[config.mk]
export PLATFORM = sky130hd
export DESIGN_NAME = tabq_regs
export DESIGN_NICKNAME = d
export VERILOG_FILES = /design/src/sv/tabq_pkg.sv /design/src/sv/tabq_regs.sv
export SDC_FILE = /design/constraint.sdc
export NUM_CORES = 1
export LEC_CHECK = 0
export BUFFER_PORTS_ARGS = -buffer_cell sky130_fd_sc_hd__clkbuf_2
export CORE_MARGIN = 8
export CORE_UTILIZATION = 50
export CTS_BUF_LIST = sky130_fd_sc_hd__clkbuf_4 sky130_fd_sc_hd__clkbuf_8
export CTS_CLUSTER_DIAMETER = 150
export DETAILED_ROUTE_END_ITERATION = 10
export PLACE_DENSITY = 0.85
export SLEW_MARGIN = 30
export SYNTH_ARGS = -nofsm -noshare
export SYNTH_HDL_FRONTEND = slang
export SYNTH_SLANG_ARGS = --single-unit
[constraint.sdc]
create_clock -name clk -period 1.7 [get_ports clk]
set_input_delay 0.34 -clock clk [delete_from_list [all_inputs] [get_ports clk]]
set_output_delay 0.34 -clock clk [all_outputs]
set_load 0.05 [all_outputs]
[src/sv/tabq_pkg.sv]
// Shared types and constants for the three-axis biquad filter.
package tabq_pkg;

  localparam int CHANNELS        = 3;
  localparam int COEF_WIDTH      = 16;
  localparam int SHIFT_WIDTH     = 4;
  localparam int ROUND_WIDTH     = 15;
  localparam int REG_INDEX_WIDTH = 3;
  localparam int CFG_DATA_WIDTH  = 16;

  // Channel slots inside the lane array
  localparam int CH_P = 0;
  localparam int CH_Q = 1;
  localparam int CH_R = 2;

  typedef enum logic [REG_INDEX_WIDTH-1:0] {
    REG_COEF_A0    = 3'd0,
    REG_COEF_A1    = 3'd1,
    REG_COEF_A2    = 3'd2,
    REG_COEF_B1    = 3'd3,
    REG_COEF_B2    = 3'd4,
    REG_FRAC_SHIFT = 3'd5,
    REG_ROUND_ADD  = 3'd6
  } reg_index_t;

  typedef struct packed {
    logic signed [COEF_WIDTH-1:0] a0;
    logic signed [COEF_WIDTH-1:0] a1;
    logic signed [COEF_WIDTH-1:0] a2;
    logic signed [COEF_WIDTH-1:0] b1;
    logic signed [COEF_WIDTH-1:0] b2;
    logic [SHIFT_WIDTH-1:0]       frac_shift;
    logic [ROUND_WIDTH-1:0]       round_add;
  } coef_t;

  localparam logic [SHIFT_WIDTH-1:0] FRAC_SHIFT_RESET = 4'd14;
  localparam logic [ROUND_WIDTH-1:0] ROUND_ADD_RESET  = 15'd8192;

endpackage

[src/sv/tabq_regs.sv]
// Configuration register file: coefficients, shift and rounding constant.
module tabq_regs import tabq_pkg::*; (
  input  logic                       clk,
  input  logic                       rst,
  input  logic                       write,
  input  logic [REG_INDEX_WIDTH-1:0] index,
  input  logic [CFG_DATA_WIDTH-1:0]  data,
  output coef_t                      coef
);

  always_ff @(posedge clk) begin
    if (rst) begin
      coef.a0         <= '0;
      coef.a1         <= '0;
      coef.a2         <= '0;
      coef.b1         <= '0;
      coef.b2         <= '0;
      coef.frac_shift <= FRAC_SHIFT_RESET;
      coef.round_add  <= ROUND_ADD_RESET;
    end else if (write) begin
      case (reg_index_t'(index))
        REG_COEF_A0:    coef.a0         <= data[COEF_WIDTH-1:0];
        REG_COEF_A1:    coef.a1         <= data[COEF_WIDTH-1:0];
        REG_COEF_A2:    coef.a2         <= data[COEF_WIDTH-1:0];
        REG_COEF_B1:    coef.b1         <= data[COEF_WIDTH-1:0];
        REG_COEF_B2:    coef.b2         <= data[COEF_WIDTH-1:0];
        REG_FRAC_SHIFT: coef.frac_shift <= data[SHIFT_WIDTH-1:0];
        REG_ROUND_ADD:  coef.round_add  <= data[ROUND_WIDTH-1:0];
        default: ;  // unknown index: ignored
      endcase
    end
  end

endmodule

; Yosys cells after proc, flatten, opt, wreduce, memory -nomap -nowiden
; Cells that the tools add are included.
; W data, S select, Z words.
[word_totals]
ff_bits = 99
latch_bits = 0
ramBits = 0
romBits = 0
out_inout_bits = 99
mem_count = 0
[op_classes]
n_addsub = 0
n_mul = 0
div = 0
n_lt_le_gt_ge = 0
n_eq_ne = 6
shifts = 0
n_mux = 0
bitwise = 0
n_reduce_logical = 8
[op_table]
columns = op, count
row1 = $reduce_and A2 Y1, 7
row2 = $eq A3 B3 Y1 const B, 3
row3 = $eq A3 B2 Y1 const B, 2
row4 = $eq A3 B1 Y1 const B, 1
row5 = $logic_not A3 Y1, 1

; Logic depth before layout (Yosys ltp)
[depth]
word_depth = 2
mapped_depth = 4
depth_no_buf = 2

; Least setup slack after synthesis
; No wires, ideal clock.
[synth_timing]
path_type = input -> register
start = in index[0]
end = reg coef[88] (netlist bit)
t_arrival_ns = 1.264
path_slack_ns = 0.313
cell_stages = 4
cell_sequence = or4b_1 buf_2 buf_6 mux2i_1
[synth_between]
elab_chain_cells = 2
[synth_lines]
columns = element, line_no
row1 = from (decl), tabq_regs.sv:6  ; input logic [REG_INDEX_WIDTH-1:0] index,
row2 = $logic_not A3 Y1, tabq_regs.sv:21  ; case (reg_index_t'(index))
row3 = $reduce_and A2 Y1 (no line), n/a
row4 = to (decl), tabq_regs.sv:8  ; output coef_t coef
; Every way passes these cells.
; A chain may end at the register's enable or synchronous reset.

; Worst setup path in the final report
[layout_timing]
start = reg coef[34] (netlist bit)
end = out coef[34] (netlist bit)
; No word-level cell between the ends.

==> impl_metrics.toml <==
[sta]
finalHoldViolCount = 0
report.final.setup_viol = 0
worstMarginPinSlew_ns = 0.610
pins_over_their_slew_limit = 0
timing.final.crit_share = 0.795
fmaxAchievable_mhz = 740
max_slew_margin = 0.588
clock_skew_ns = 0
min_period_ns = 1.35
hold_slack_ns = 0.271
rsz0062_at_grt = "no"
setup-tns-final_ns = 0

[grt]
grtUsageTotal = 0.176
largest_net_degree_at_the_start_of_global_routing = 72
antenna_violations_before_repair = 0
number_of_global_route_vias_before_repair = 3082
global_route.overflow_total = 0
wire_length_of_the_first_global_routing_pass_mm = 15.7

[floorplan]
die_h_um = 104
core_area_mm2 = 0.00765
num_io_pins = 121
die_area_mm2 = 0.0109
initial_utilization = 0.509
fp-row-count = 32
dieWidth_um = 104

[drt]
first_iter_violations = 98
wirelength_mm = 9.49
detailedRoute.firstPassIterationCount = 4
avgRoutedWirePerCell_um = 16.6
vias_per_cell = 4.96
ant_nets = 0
drt_drc = 0
vias = 2834

[critical_path]
worstPathBufferInverterCount = 1
peak_per_stage_delay_on_the_critical_path_ns = 0.37
critPathLaunchType = "flop"
worst-setup-path-type = "reg2out"
timing.critical_path.cells = "clkbuf_2"
worst-path-max-fanout = 2
critical_path.top_delay_family = "flip-flops"
critPathRequiredTime_ns = 1.36
slowest_stage = "dfxtp_1"
critical_path_arrival_ns = 1.01
setup.worst_path.end_class = "output pin"

[synthesis]
yosysWarningCount = 0
synthesis.area_per_instance_um2 = 11.1
syn-cell-area_mm2 = 0.00389
synth_fp_nets = 372
postSynthRegisterBits = 99
post_synth_inst_count = 350
sequential_share_of_the_synthesized_area = 0.509
synth_cell_types = 14

[clock_tree]
cts_buffers = 9
cts_hold_buf = 0
clk_pin_slew_worst_paths_ns = 0.09
htreeDepth = 3
max-clock-path-buffers = 2
cts_resized = 0
post_cts.repair.setup_buffers = 0
clock_root_buffer_master = "clkbuf_8"
cts_sinks = 99
tritoncts = "done"
worstSkewPairLatency_ns = 0.35

[placed_design]
place.detailed.hpwl_mm = 7.08
place_congestion = 0.745
postPlaceCellArea_mm2 = 0.00464
numPortBuffers = 120

[run]
cap_viol_max_count = 0

[hold_path]
hold_class = "in2reg"

[final_layout]
largest_register_ffs = 99
multiInputGateArea_mm2 = 0.00181
finish.instance_area_mm2 = 0.00484
mostFrequentLayoutCell = "clkbuf_2"
fin_nets = 487
layout.area.seq_mm2 = 0.00198
nFillCells = 661
proportion_of_layout_cells_with_a_drive_suffix_above_1 = 0.309
antenna_cells_inserted = 0
regMostFlops = "coef"
registers_with_the_most_flip_flops = "coef (99)"
layout_common_cells = "120 x clkbuf_2, 111 x nand2b_1, 99 x mux2i_1, 99 x dfxtp_1, 11 x clkbuf_8"
syn2layout_area_growth_pct = 24.4

[power_and_ir_drop]
irDropWorstVdd_mv = 0.424
comb_power_share = 0.114
switching_share = 0.258
power.net_switching_mw = 1.15
seq_power_share = 0.538
cell_internal_pwr_mw = 3.31
power_frac_clock = 0.349
cellPowerDensity_mw_per_mm2 = 921
cellLeakagePower_nw = 2.49

[run_status]
run_status = "finished, final reports clean"
[cells in the mapped netlist]
| cell type | count | area, µm² |
|---|---|---|
| buf_4 | 1 | 7.51 |
| nand4bb_1 | 2 | 22.5 |
| dfxtp_1 | 99 | 1980 |
| nor2_1 | 8 | 30.0 |
| buf_2 | 9 | 45.0 |
| clkbuf_1 | 14 | 52.6 |
| nor4b_1 | 1 | 8.76 |
| and4b_1 | 1 | 10.0 |
| nand4b_1 | 2 | 17.5 |
| buf_6 | 1 | 11.3 |
| mux2i_1 | 99 | 991 |
| or4b_1 | 1 | 10.0 |
| nand2b_1 | 111 | 694 |
| nor4bb_1 | 1 | 10.0 |
[area by class of cell]
type / count / share of cell area
sequential: 99 / 0.409
clock inverter: 3 / 0.00956
clock buffer: 12 / 0.0328
tap: 102 / 0.0264
multi-input combinational: 226 / 0.374
timing repair buffer: 129 / 0.148
[power groups by stage]
| stage | Combinational, mW | Sequential [mW] | Clock [mW] |
|---|---|---|---|
| floorplan | 0.185 | 2.63 | 0 |
| global placement | 0.504 | 2.45 | 0 |
| detailed placement | 0.512 | 2.45 | 0 |
| CTS | 0.513 | 2.40 | 1.58 |
| global route | 0.537 | 2.41 | 1.69 |
| finish | 0.507 | 2.40 | 1.55 |
[path summary, 6_finish.rpt]
check             endpoint  cells past startpoint     start  slack [ns]
setup / recovery  coef[34]                      1  coef[34]        0.35
hold / removal    coef[16]                      3   data[1]        0.27
setup reg to reg  coef[19]                      2  coef[19]        1.04
hold reg to reg   coef[15]                      2  coef[15]        0.48
[worst register-to-register path: stages, from the launching register on]
cell and delay (ns):
dfxtp_1 0.36, nand2b_1 0.07, mux2i_1 0.15
[kinds of logic (layout without fill, tap and decap cells)]
group / Yosys count / after routing / synth area share
buffers and inverters: 25 / 144 / 0.0299
flip-flops: 99 / 99 / 0.509
multiplexers: 99 / 99 / 0.255
AND/OR/NAND/NOR: 127 / 127 / 0.206
[per-layer routing]
layer	track usage	vias up	wire length [µm]
met3	0.0638	10	726
li1	-	1388	-
met2	0.302	89	4530
met1	0.197	1347	4140
met4	0.0558	0	97
met5	0	-	0
[through the flow]
stage               setup WS, ns  utilization  power, mW  std cells
global placement           0.204        0.606       2.95        556
floorplan                  0.313            -       2.81        350
CTS                        0.335        0.633       4.49        571
detailed placement         0.132        0.606       2.96        556
finish                     0.349        0.633       4.46        571
global route               0.295        0.633       4.63        571
Power figures use the tool's default switching activity.
