### config.mk
export PLATFORM = sky130hd
export DESIGN_NAME = tabq_lane
export DESIGN_NICKNAME = d
export VERILOG_FILES = /design/src/sv/tabq_pkg.sv /design/src/sv/tabq_lane.sv
export SDC_FILE = /design/constraint.sdc
export NUM_CORES = 2
export LEC_CHECK = 0
export BUFFER_PORTS_ARGS = -buffer_cell sky130_fd_sc_hd__buf_2
export CAP_MARGIN = 20
export CORE_ASPECT_RATIO = 1.25
export CORE_MARGIN = 5
export CORE_UTILIZATION = 45
export DETAILED_ROUTE_END_ITERATION = 6
export PLACE_DENSITY = 0.6
export SLEW_MARGIN = 40
export SYNTH_ARGS = -nofsm -noshare
export SYNTH_HDL_FRONTEND = slang
export SYNTH_SLANG_ARGS = --single-unit
### constraint.sdc
create_clock -name clk -period 16.2 [get_ports clk]
set_clock_uncertainty 0.2 [all_clocks]
set_input_delay 1.62 -clock clk [delete_from_list [all_inputs] [get_ports clk]]
set_output_delay 1.62 -clock clk [all_outputs]
set_load 0.02 [all_outputs]
### src/sv/tabq_pkg.sv
// Shared types and constants for the three-axis biquad filter.
package tabq_pkg;

  localparam int CHANNELS        = 3;
  localparam int COEF_WIDTH      = 16;
  localparam int SHIFT_WIDTH     = 4;
  localparam int ROUND_WIDTH     = 15;
  localparam int REG_INDEX_WIDTH = 3;
  localparam int CFG_DATA_WIDTH  = 16;

  // Channel slots inside the lane array
  localparam int CH_P = 0;
  localparam int CH_Q = 1;
  localparam int CH_R = 2;

  typedef enum logic [REG_INDEX_WIDTH-1:0] {
    REG_COEF_A0    = 3'd0,
    REG_COEF_A1    = 3'd1,
    REG_COEF_A2    = 3'd2,
    REG_COEF_B1    = 3'd3,
    REG_COEF_B2    = 3'd4,
    REG_FRAC_SHIFT = 3'd5,
    REG_ROUND_ADD  = 3'd6
  } reg_index_t;

  typedef struct packed {
    logic signed [COEF_WIDTH-1:0] a0;
    logic signed [COEF_WIDTH-1:0] a1;
    logic signed [COEF_WIDTH-1:0] a2;
    logic signed [COEF_WIDTH-1:0] b1;
    logic signed [COEF_WIDTH-1:0] b2;
    logic [SHIFT_WIDTH-1:0]       frac_shift;
    logic [ROUND_WIDTH-1:0]       round_add;
  } coef_t;

  localparam logic [SHIFT_WIDTH-1:0] FRAC_SHIFT_RESET = 4'd14;
  localparam logic [ROUND_WIDTH-1:0] ROUND_ADD_RESET  = 15'd8192;

endpackage

### src/sv/tabq_lane.sv
// One channel's direct-form-I biquad section with its own history.
module tabq_lane import tabq_pkg::*; #(
  parameter int SAMPLE_WIDTH = 16
) (
  input  logic                           clk,
  input  logic                           rst,
  input  coef_t                          coef,
  input  logic                           load,
  input  logic signed [SAMPLE_WIDTH-1:0] sample,
  output logic signed [SAMPLE_WIDTH-1:0] result
);

  localparam int PROD_W = SAMPLE_WIDTH + COEF_WIDTH;
  localparam int TERM_W = PROD_W + 1;
  localparam int SUM_W  = TERM_W + 3;
  localparam logic signed [SAMPLE_WIDTH-1:0] SAT_MAX = {1'b0, {(SAMPLE_WIDTH-1){1'b1}}};
  localparam logic signed [SAMPLE_WIDTH-1:0] SAT_MIN = {1'b1, {(SAMPLE_WIDTH-1){1'b0}}};

  logic signed [SAMPLE_WIDTH-1:0] x1, x2, y1, y2;

  logic signed [COEF_WIDTH-1:0]   mul_coef [5];
  logic signed [SAMPLE_WIDTH-1:0] mul_val  [5];
  logic signed [PROD_W-1:0]       prod     [5];
  logic signed [TERM_W-1:0]       term     [5];
  logic signed [TERM_W-1:0]       round_ext;
  logic signed [SUM_W-1:0]        sum;

  assign mul_coef[0] = coef.a0;  assign mul_val[0] = sample;
  assign mul_coef[1] = coef.a1;  assign mul_val[1] = x1;
  assign mul_coef[2] = coef.a2;  assign mul_val[2] = x2;
  assign mul_coef[3] = coef.b1;  assign mul_val[3] = y1;
  assign mul_coef[4] = coef.b2;  assign mul_val[4] = y2;

  assign round_ext = TERM_W'($signed({1'b0, coef.round_add}));

  // Full product, rounding constant, then floor shift (>>> on signed)
  always_comb begin
    for (int i = 0; i < 5; i++) begin
      prod[i] = PROD_W'(mul_coef[i]) * PROD_W'(mul_val[i]);
      term[i] = (TERM_W'(prod[i]) + round_ext) >>> coef.frac_shift;
    end
  end

  assign sum = SUM_W'(term[0]) + SUM_W'(term[1]) + SUM_W'(term[2])
             - SUM_W'(term[3]) - SUM_W'(term[4]);

  always_comb begin
    if (sum > SUM_W'(SAT_MAX))      result = SAT_MAX;
    else if (sum < SUM_W'(SAT_MIN)) result = SAT_MIN;
    else                            result = sum[SAMPLE_WIDTH-1:0];
  end

  always_ff @(posedge clk) begin
    if (rst) begin
      x1 <= '0;
      x2 <= '0;
      y1 <= '0;
      y2 <= '0;
    end else if (load) begin
      x2 <= x1;
      x1 <= sample;
      y2 <= y1;
      y1 <= result;
    end
  end

endmodule

Word level (Yosys, flattened, before mapping)

Index checks and enable logic that the tools add are counted.

Bits in registers: 64
Word-level logic and storage cells: 27
Input port bits: 118

Muxes and demuxes: 2
$lt $le $gt $ge: 2
Multipliers: 5
$add $sub $neg: 9
Shift-type cells: 5

Operator list:

| cell                                                                            | number |
|---|---|
| 32-bit by 16-bit adder with 33-bit output                                       | 5 |
| 33-bit by 4-bit >>> shifter with 33-bit output                                  | 5 |
| 16-bit by 16-bit multiplier with 32-bit output                                  | 5 |
| 36-bit by 16-bit > comparator with 1-bit output (second input constant)         | 1 |
| 36-bit by 16-bit less-than comparator with 1-bit output (second input constant) | 1 |
| 35-bit by 33-bit subtractor with 36-bit output                                  | 1 |
| 36-bit by 33-bit subtractor with 36-bit output                                  | 1 |
| 34-bit by 33-bit adder with 35-bit output                                       | 1 |
| 33-bit by 33-bit adder with 34-bit output                                       | 1 |
| 16-bit two-way mux                                                              | 2 |

Longest topological paths before layout

Depth after elaboration: 10
Mapped depth: 45
Gate-level depth less buffers: 41

Worst setup path after synthesis

No wires, ideal clock.

Kind: input to output
From: input coef[66] (netlist bit)
To: output result[8]
Required time: 14.380 ns
Arrival time: 12.589 ns
Path slack: 1.791 ns
Stages: 40
Path buffers: 5
Cells stage by stage: clkbuf_1 > nand2_1 > fa_1 > inv_1 > fa_1 > inv_1 > fa_1 > fa_1 > fa_1 > inv_1 > fa_1 > ha_1 > clkbuf_1 > a21oi_1 > o21bai_1 > a221o_1 > a211o_1 > o21ai_1 > [... 4 more ...] > a221oi_1 > a21oi_1 > fa_1 > fa_1 > fa_1 > ha_1 > buf_6 > a21oi_2 > o211ai_1 > a21o_1 > and2_0 > or2_4 > a311o_1 > or4_4 > nor4_4 > buf_6 > o21ai_1 > nand2_1

Word-level cells in the longest chain between the ends: 9
Elaborated cells on any way between the ends: 10
Those cells by class: add/sub (4); mul (1); order compare (2); shift (1); mux (2)

RTL lines:

| item                                                    | RTL line        | text |
|---|---|---|
| start: declaration                                      | tabq_lane.sv:7  | `input coef_t coef,` |
| 16-bit by 16-bit multiplier with 32-bit output (*)      | tabq_lane.sv:39 | `prod[i] = PROD_W'(mul_coef[i]) * PROD_W'(mul_val[i]);` |
| 32-bit by 16-bit adder with 33-bit output (*)           | tabq_lane.sv:40 | `term[i] = (TERM_W'(prod[i]) + round_ext) >>> coef.frac_shift;` |
| 33-bit by 4-bit >>> shifter with 33-bit output (*)      | tabq_lane.sv:40 |  |
| 34-bit by 33-bit adder with 35-bit output (*)           | tabq_lane.sv:44 | `assign sum = SUM_W'(term[0]) + SUM_W'(term[1]) + SUM_W'(term[2])` |
| 35-bit by 33-bit subtractor with 36-bit output (*)      | tabq_lane.sv:45 | `- SUM_W'(term[3]) - SUM_W'(term[4]);` |
| 36-bit by 33-bit subtractor with 36-bit output (*)      | tabq_lane.sv:45 |  |
| 36-bit by 16-bit less-than comparator with 1-bit output | tabq_lane.sv:49 | `else if (sum < SUM_W'(SAT_MIN)) result = SAT_MIN;` |
| 16-bit two-way mux                                      | tabq_lane.sv:49 |  |
| 16-bit two-way mux (*)                                  | tabq_lane.sv:48 | `if (sum > SUM_W'(SAT_MAX)) result = SAT_MAX;` |
| end: declaration                                        | tabq_lane.sv:10 | `output logic signed [SAMPLE_WIDTH-1:0] result` |

Mark *: on every way between the ends. The rest lies on a longest branch, timed or not.

Worst setup path after layout

From: input coef[44] (netlist bit)
To: output result[12]

Word-level cells in the longest chain between the ends: 8
Elaborated cells on any way between the ends: 9
Those cells by class: add/sub (3); mul (1); order compare (2); shift (1); mux (2)

RTL lines:

| item                                                    | RTL line |
|---|---|
| 16-bit by 16-bit multiplier with 32-bit output (*)      | tabq_lane.sv:39 |
| 32-bit by 16-bit adder with 33-bit output (*)           | tabq_lane.sv:40 |
| 33-bit by 4-bit >>> shifter with 33-bit output (*)      | tabq_lane.sv:40 |
| 35-bit by 33-bit subtractor with 36-bit output (*)      | tabq_lane.sv:45 |
| 36-bit by 33-bit subtractor with 36-bit output (*)      | tabq_lane.sv:45 |
| 36-bit by 16-bit less-than comparator with 1-bit output | tabq_lane.sv:49 |
| 16-bit two-way mux                                      | tabq_lane.sv:49 |
| 16-bit two-way mux (*)                                  | tabq_lane.sv:48 |

Marks and branches as above.

==> results.txt <==
----------------------------------------------------
[Detailed routing]
  Wire length after detailed routing ... 202,400 microns
  Average via count per standard cell ... 5.528
  Post-detailed-route wirelength per cell ... 21.25 microns
  Number of remaining DRC errors ... 0
  Via count of the routed design ... 52,640
  Detail Route Antenna Nets ... 0
  DRT iter0 DRCs ... 2,996
  Initial DRT Pass Iterations ... 6

[Min path]
  Min-Delay Path Class ... reg2reg
  Capture endpoint of the worst hold path ... x1[9]$_SDFFE_PP0P_
  Cell depth of the worst min-delay path ... 2
  Beginning of the worst hold path ... x1[9]$_SDFFE_PP0P_

[GRT]
  Met3 demand-to-capacity share in global routing ... 2.852%
  Global routing usage on met2 ... 46.87%
  Maximum number of pins on one net before global-route repair ... 89
  Met1 Resource Use GR ... 32.15%
  Global-route wire length before repair ... 326,100 microns
  Most used routing layer in global routing ... met2
  Number of antenna violations at the first check in global routing ... 5
  Via count of the first global-routing pass ... 58,230
  Total congestion overflow after global routing ... 0
  Tot GR Track Use ... 26.30%

[Yosys]
  Top-area cell type share of the netlist area ... 44.88%
  Fraction of registers with async set or reset after synthesis ... 0%
  Post-synthesis instance area ... 0.06744 sq mm
  Flops & latches, synth ... 64
  Primary FF master, synth ... sky130_fd_sc_hd__dfxtp_1
  Share of synthesized area occupied by flip-flops and latches ... 1.900%
  Dominant cell by count in the synthesized netlist ... sky130_fd_sc_hd__inv_1
  Leading post-synthesis cells by cell area ... sky130_fd_sc_hd__fa_1 45%, sky130_fd_sc_hd__inv_1 9.0%, sky130_fd_sc_hd__ha_1 7.5%
  Count of different cell masters after synthesis ... 99
  Post-synthesis compound-gate area fraction ... 10.50%
  Post-Synth Adder-Cell Area ... 52.39%
  Average footprint of a synthesized cell ... 8.772 sq um
  Number of cells produced by synthesis ... 7,689
  Largest family of logic cells by synthesized area ... adder cells
  Xor-xnor portion of the synthesized cell area ... 2.350%
  Post-synthesis cell type with the largest combined area ... sky130_fd_sc_hd__fa_1
  Number of warnings printed during yosys synthesis ... 0
  Top post-synthesis cells by count ... 1,620 x sky130_fd_sc_hd__inv_1, 1,512 x sky130_fd_sc_hd__fa_1, 795 x sky130_fd_sc_hd__nand2_1
  Multiplexer fraction of the synthesized cell area ... 5.988%
  Post-Synth Simple-Gate Area ... 15.69%
  Post-synth EDFFs ... 0
  Net Count, Synth ... 9,724

[CTS]
  Number of buffers created by CTS ... 9
  Clock slew seen by the registers of the worst setup and hold paths ... 0.05 ns
  Clock sinks ... 64
  TritonCTS clock tree ... yes
  Total number of H-tree levels ... 3
  Hold buffers post-CTS ... 0
  Number of buffers on the longest clock path ... 2
  Insertion delay of the later-clocked pin in the worst-skew pair ... 0.43 ns
  Cell chosen for the clock root ... sky130_fd_sc_hd__clkbuf_16

[Timing]
  Maximum operating frequency ... 64.00 MHz
  Final Cycle Share ... 96.45%
  Number of setup violations in the final report ... 0
  Slew at the pin with the worst max-slew slack ... 0.9542 ns
  Max-slew violation count ... 0
  Slack of the critical path ... 0.5750 ns
  Time the final worst path needs with I/O delays and setup ... 15.63 ns
  Max transition margin ... 36.30%
  Final hold violation count ... 0

[Worst setup path]
  Crit path top cell by count ... sky130_fd_sc_hd__fa_1
  Category of the critical setup timing path ... in2out
  Category of the worst setup path capture point ... primary output
  Slowest CP cell ... sky130_fd_sc_hd__fa_1
  Critical path data arrival time ... 13.81 ns
  Endpoint required time on the critical path ... 14.38 ns
  Setup crit start kind ... input port
  Maximum fanout encountered on the critical timing path ... 18
  Delay of the slowest critical-path stage ... 0.59 ns
  Worst reg2reg startpoint ... y1[2]$_SDFFE_PP0P_
  R2r endpoint ... y1[14]$_SDFFE_PP0P_
  Length in cells of the worst reg-to-reg path ... 39
  Reg2Reg Setup Slack ... 2.90 ns

[Floorplanning]
  Cell row count ... 158
  Die X ... 356.3 microns
  Effective utilization at floorplan ... 45.37%
  Core area ... 0.1487 sq mm
  Die outline area ... 0.1578 sq mm
  Height of the die ... 442.8 microns
  IO Count ... 134

[Place]
  Routability congestion estimate from global placement ... 0.9675
  Number of port buffers ... 133
  Detailed-placement wirelength estimate ... 169,200 microns
  Setup slack at placement ... 0.3417 ns

[Cells and area]
  Number of nets in the finished design ... 9,550
  Fraction of layout cells with a size suffix above 1 ... 5.307%
  Syn-to-layout area delta ... 3.822%
  Register area ... 0.001294 sq mm
  Area of the multi-input gates ... 0.05871 sq mm
  Number of fill cells ... 14,710
  Final cell utilization of the core ... 47.10%

[Job]
  Max Cap Viol ... 0

[Outcome]
  Outcome ... finished, final reports clean

----------------------------------------------------
-- how the worst max path moves through the flow --
stage,startpoint,to,slack (ns),cells after the start
floorplan,coef[66],result[8],1.79,40
global placement,coef[44],result[11],0.41,39
detailed placement,coef[44],result[1],0.34,39
CTS,coef[44],result[8],0.29,39
global route,coef[34],result[13],-0.06,39
finish,coef[44],result[12],0.57,40
-- cells in the final DEF, fill, tap and decap left out, types with 46 or more instances in the layout --
cell type                  count
sky130_fd_sc_hd__fa_1       1512
sky130_fd_sc_hd__o211ai_1     56
sky130_fd_sc_hd__mux4_2       46
sky130_fd_sc_hd__ha_1        403
sky130_fd_sc_hd__buf_2       127
sky130_fd_sc_hd__buf_4        55
sky130_fd_sc_hd__o21ai_0     173
sky130_fd_sc_hd__and2_1      702
sky130_fd_sc_hd__a211oi_1     66
sky130_fd_sc_hd__mux2_2       64
sky130_fd_sc_hd__nand2_1     795
sky130_fd_sc_hd__xnor2_1     122
sky130_fd_sc_hd__inv_1      1609
sky130_fd_sc_hd__dfxtp_1      54
sky130_fd_sc_hd__xor2_1       57
sky130_fd_sc_hd__mux2i_1     228
sky130_fd_sc_hd__a21oi_1     236
sky130_fd_sc_hd__nor3_1       71
sky130_fd_sc_hd__nor2_1      340
sky130_fd_sc_hd__nand3_1      58
sky130_fd_sc_hd__a21o_1      103
-- area by class of cell --
type                    count  area share, %
inverters                1624          8.731
well taps                2000          3.574
clock buffers              15         0.3824
repair buffers            188          1.606
multi-input cells        5628          83.84
flip-flops and latches     64          1.848
diodes                      4        0.01429
-- repair_timing --
action,in CTS,in global routing
endpoints found under the setup margin,0,15
gates resized for setup,0,8
hold endpoints to repair,0,0
buffers inserted,0,1
-- metrics by stage --
step	hold slack, ns	std cells	TNS [ns]	cell area (sq um)
finish	0.3078	9523	0	70020
global route	0.3638	9521	-0.1458	70020
CTS	0.3132	9517	0	69910
detailed placement	0.3001	9502	0	69650
global placement	0.2970	9501	0	69610
floorplan	0.3177	7689	0	67440
-- worst max-delay path: cells and delay by family --
family / cells / cell delay (ns)
fa+ha+maj: 11 / 5.33
xor+xnor: 2 / 0.79
buf+inv: 9 / 0.98
mux: 1 / 0.53
compound gates: 14 / 4.06
simple gates: 3 / 0.44
-- logic make-up (layout without fill, tap and decap cells) --
kind of cell / Yosys count / in the layout
AO/OA/AOI/OAI: 1036 / 1036
XOR/XNOR: 181 / 181
adder cells (fa/ha/maj): 1917 / 1917
buffers and inverters: 1997 / 1827
flip-flops: 64 / 64
multiplexers: 338 / 338
other: 0 / 4
AND/OR/NAND/NOR: 2156 / 2156
-- registers in the layout (all words and copies together), names as in the netlist --
signal	count
x2	16
y1	16
y2	16
x1	16
-- routing by layer --
metal,vias to the layer above,wire (microns)
li1,23670,-
met1,27200,80460
met2,1397,102400
met3,372,9160
met4,2,10340
met5,-,12
Power is not shown: default switching activity piles up to over one toggle a cycle in this logic, so the estimate is an artifact.
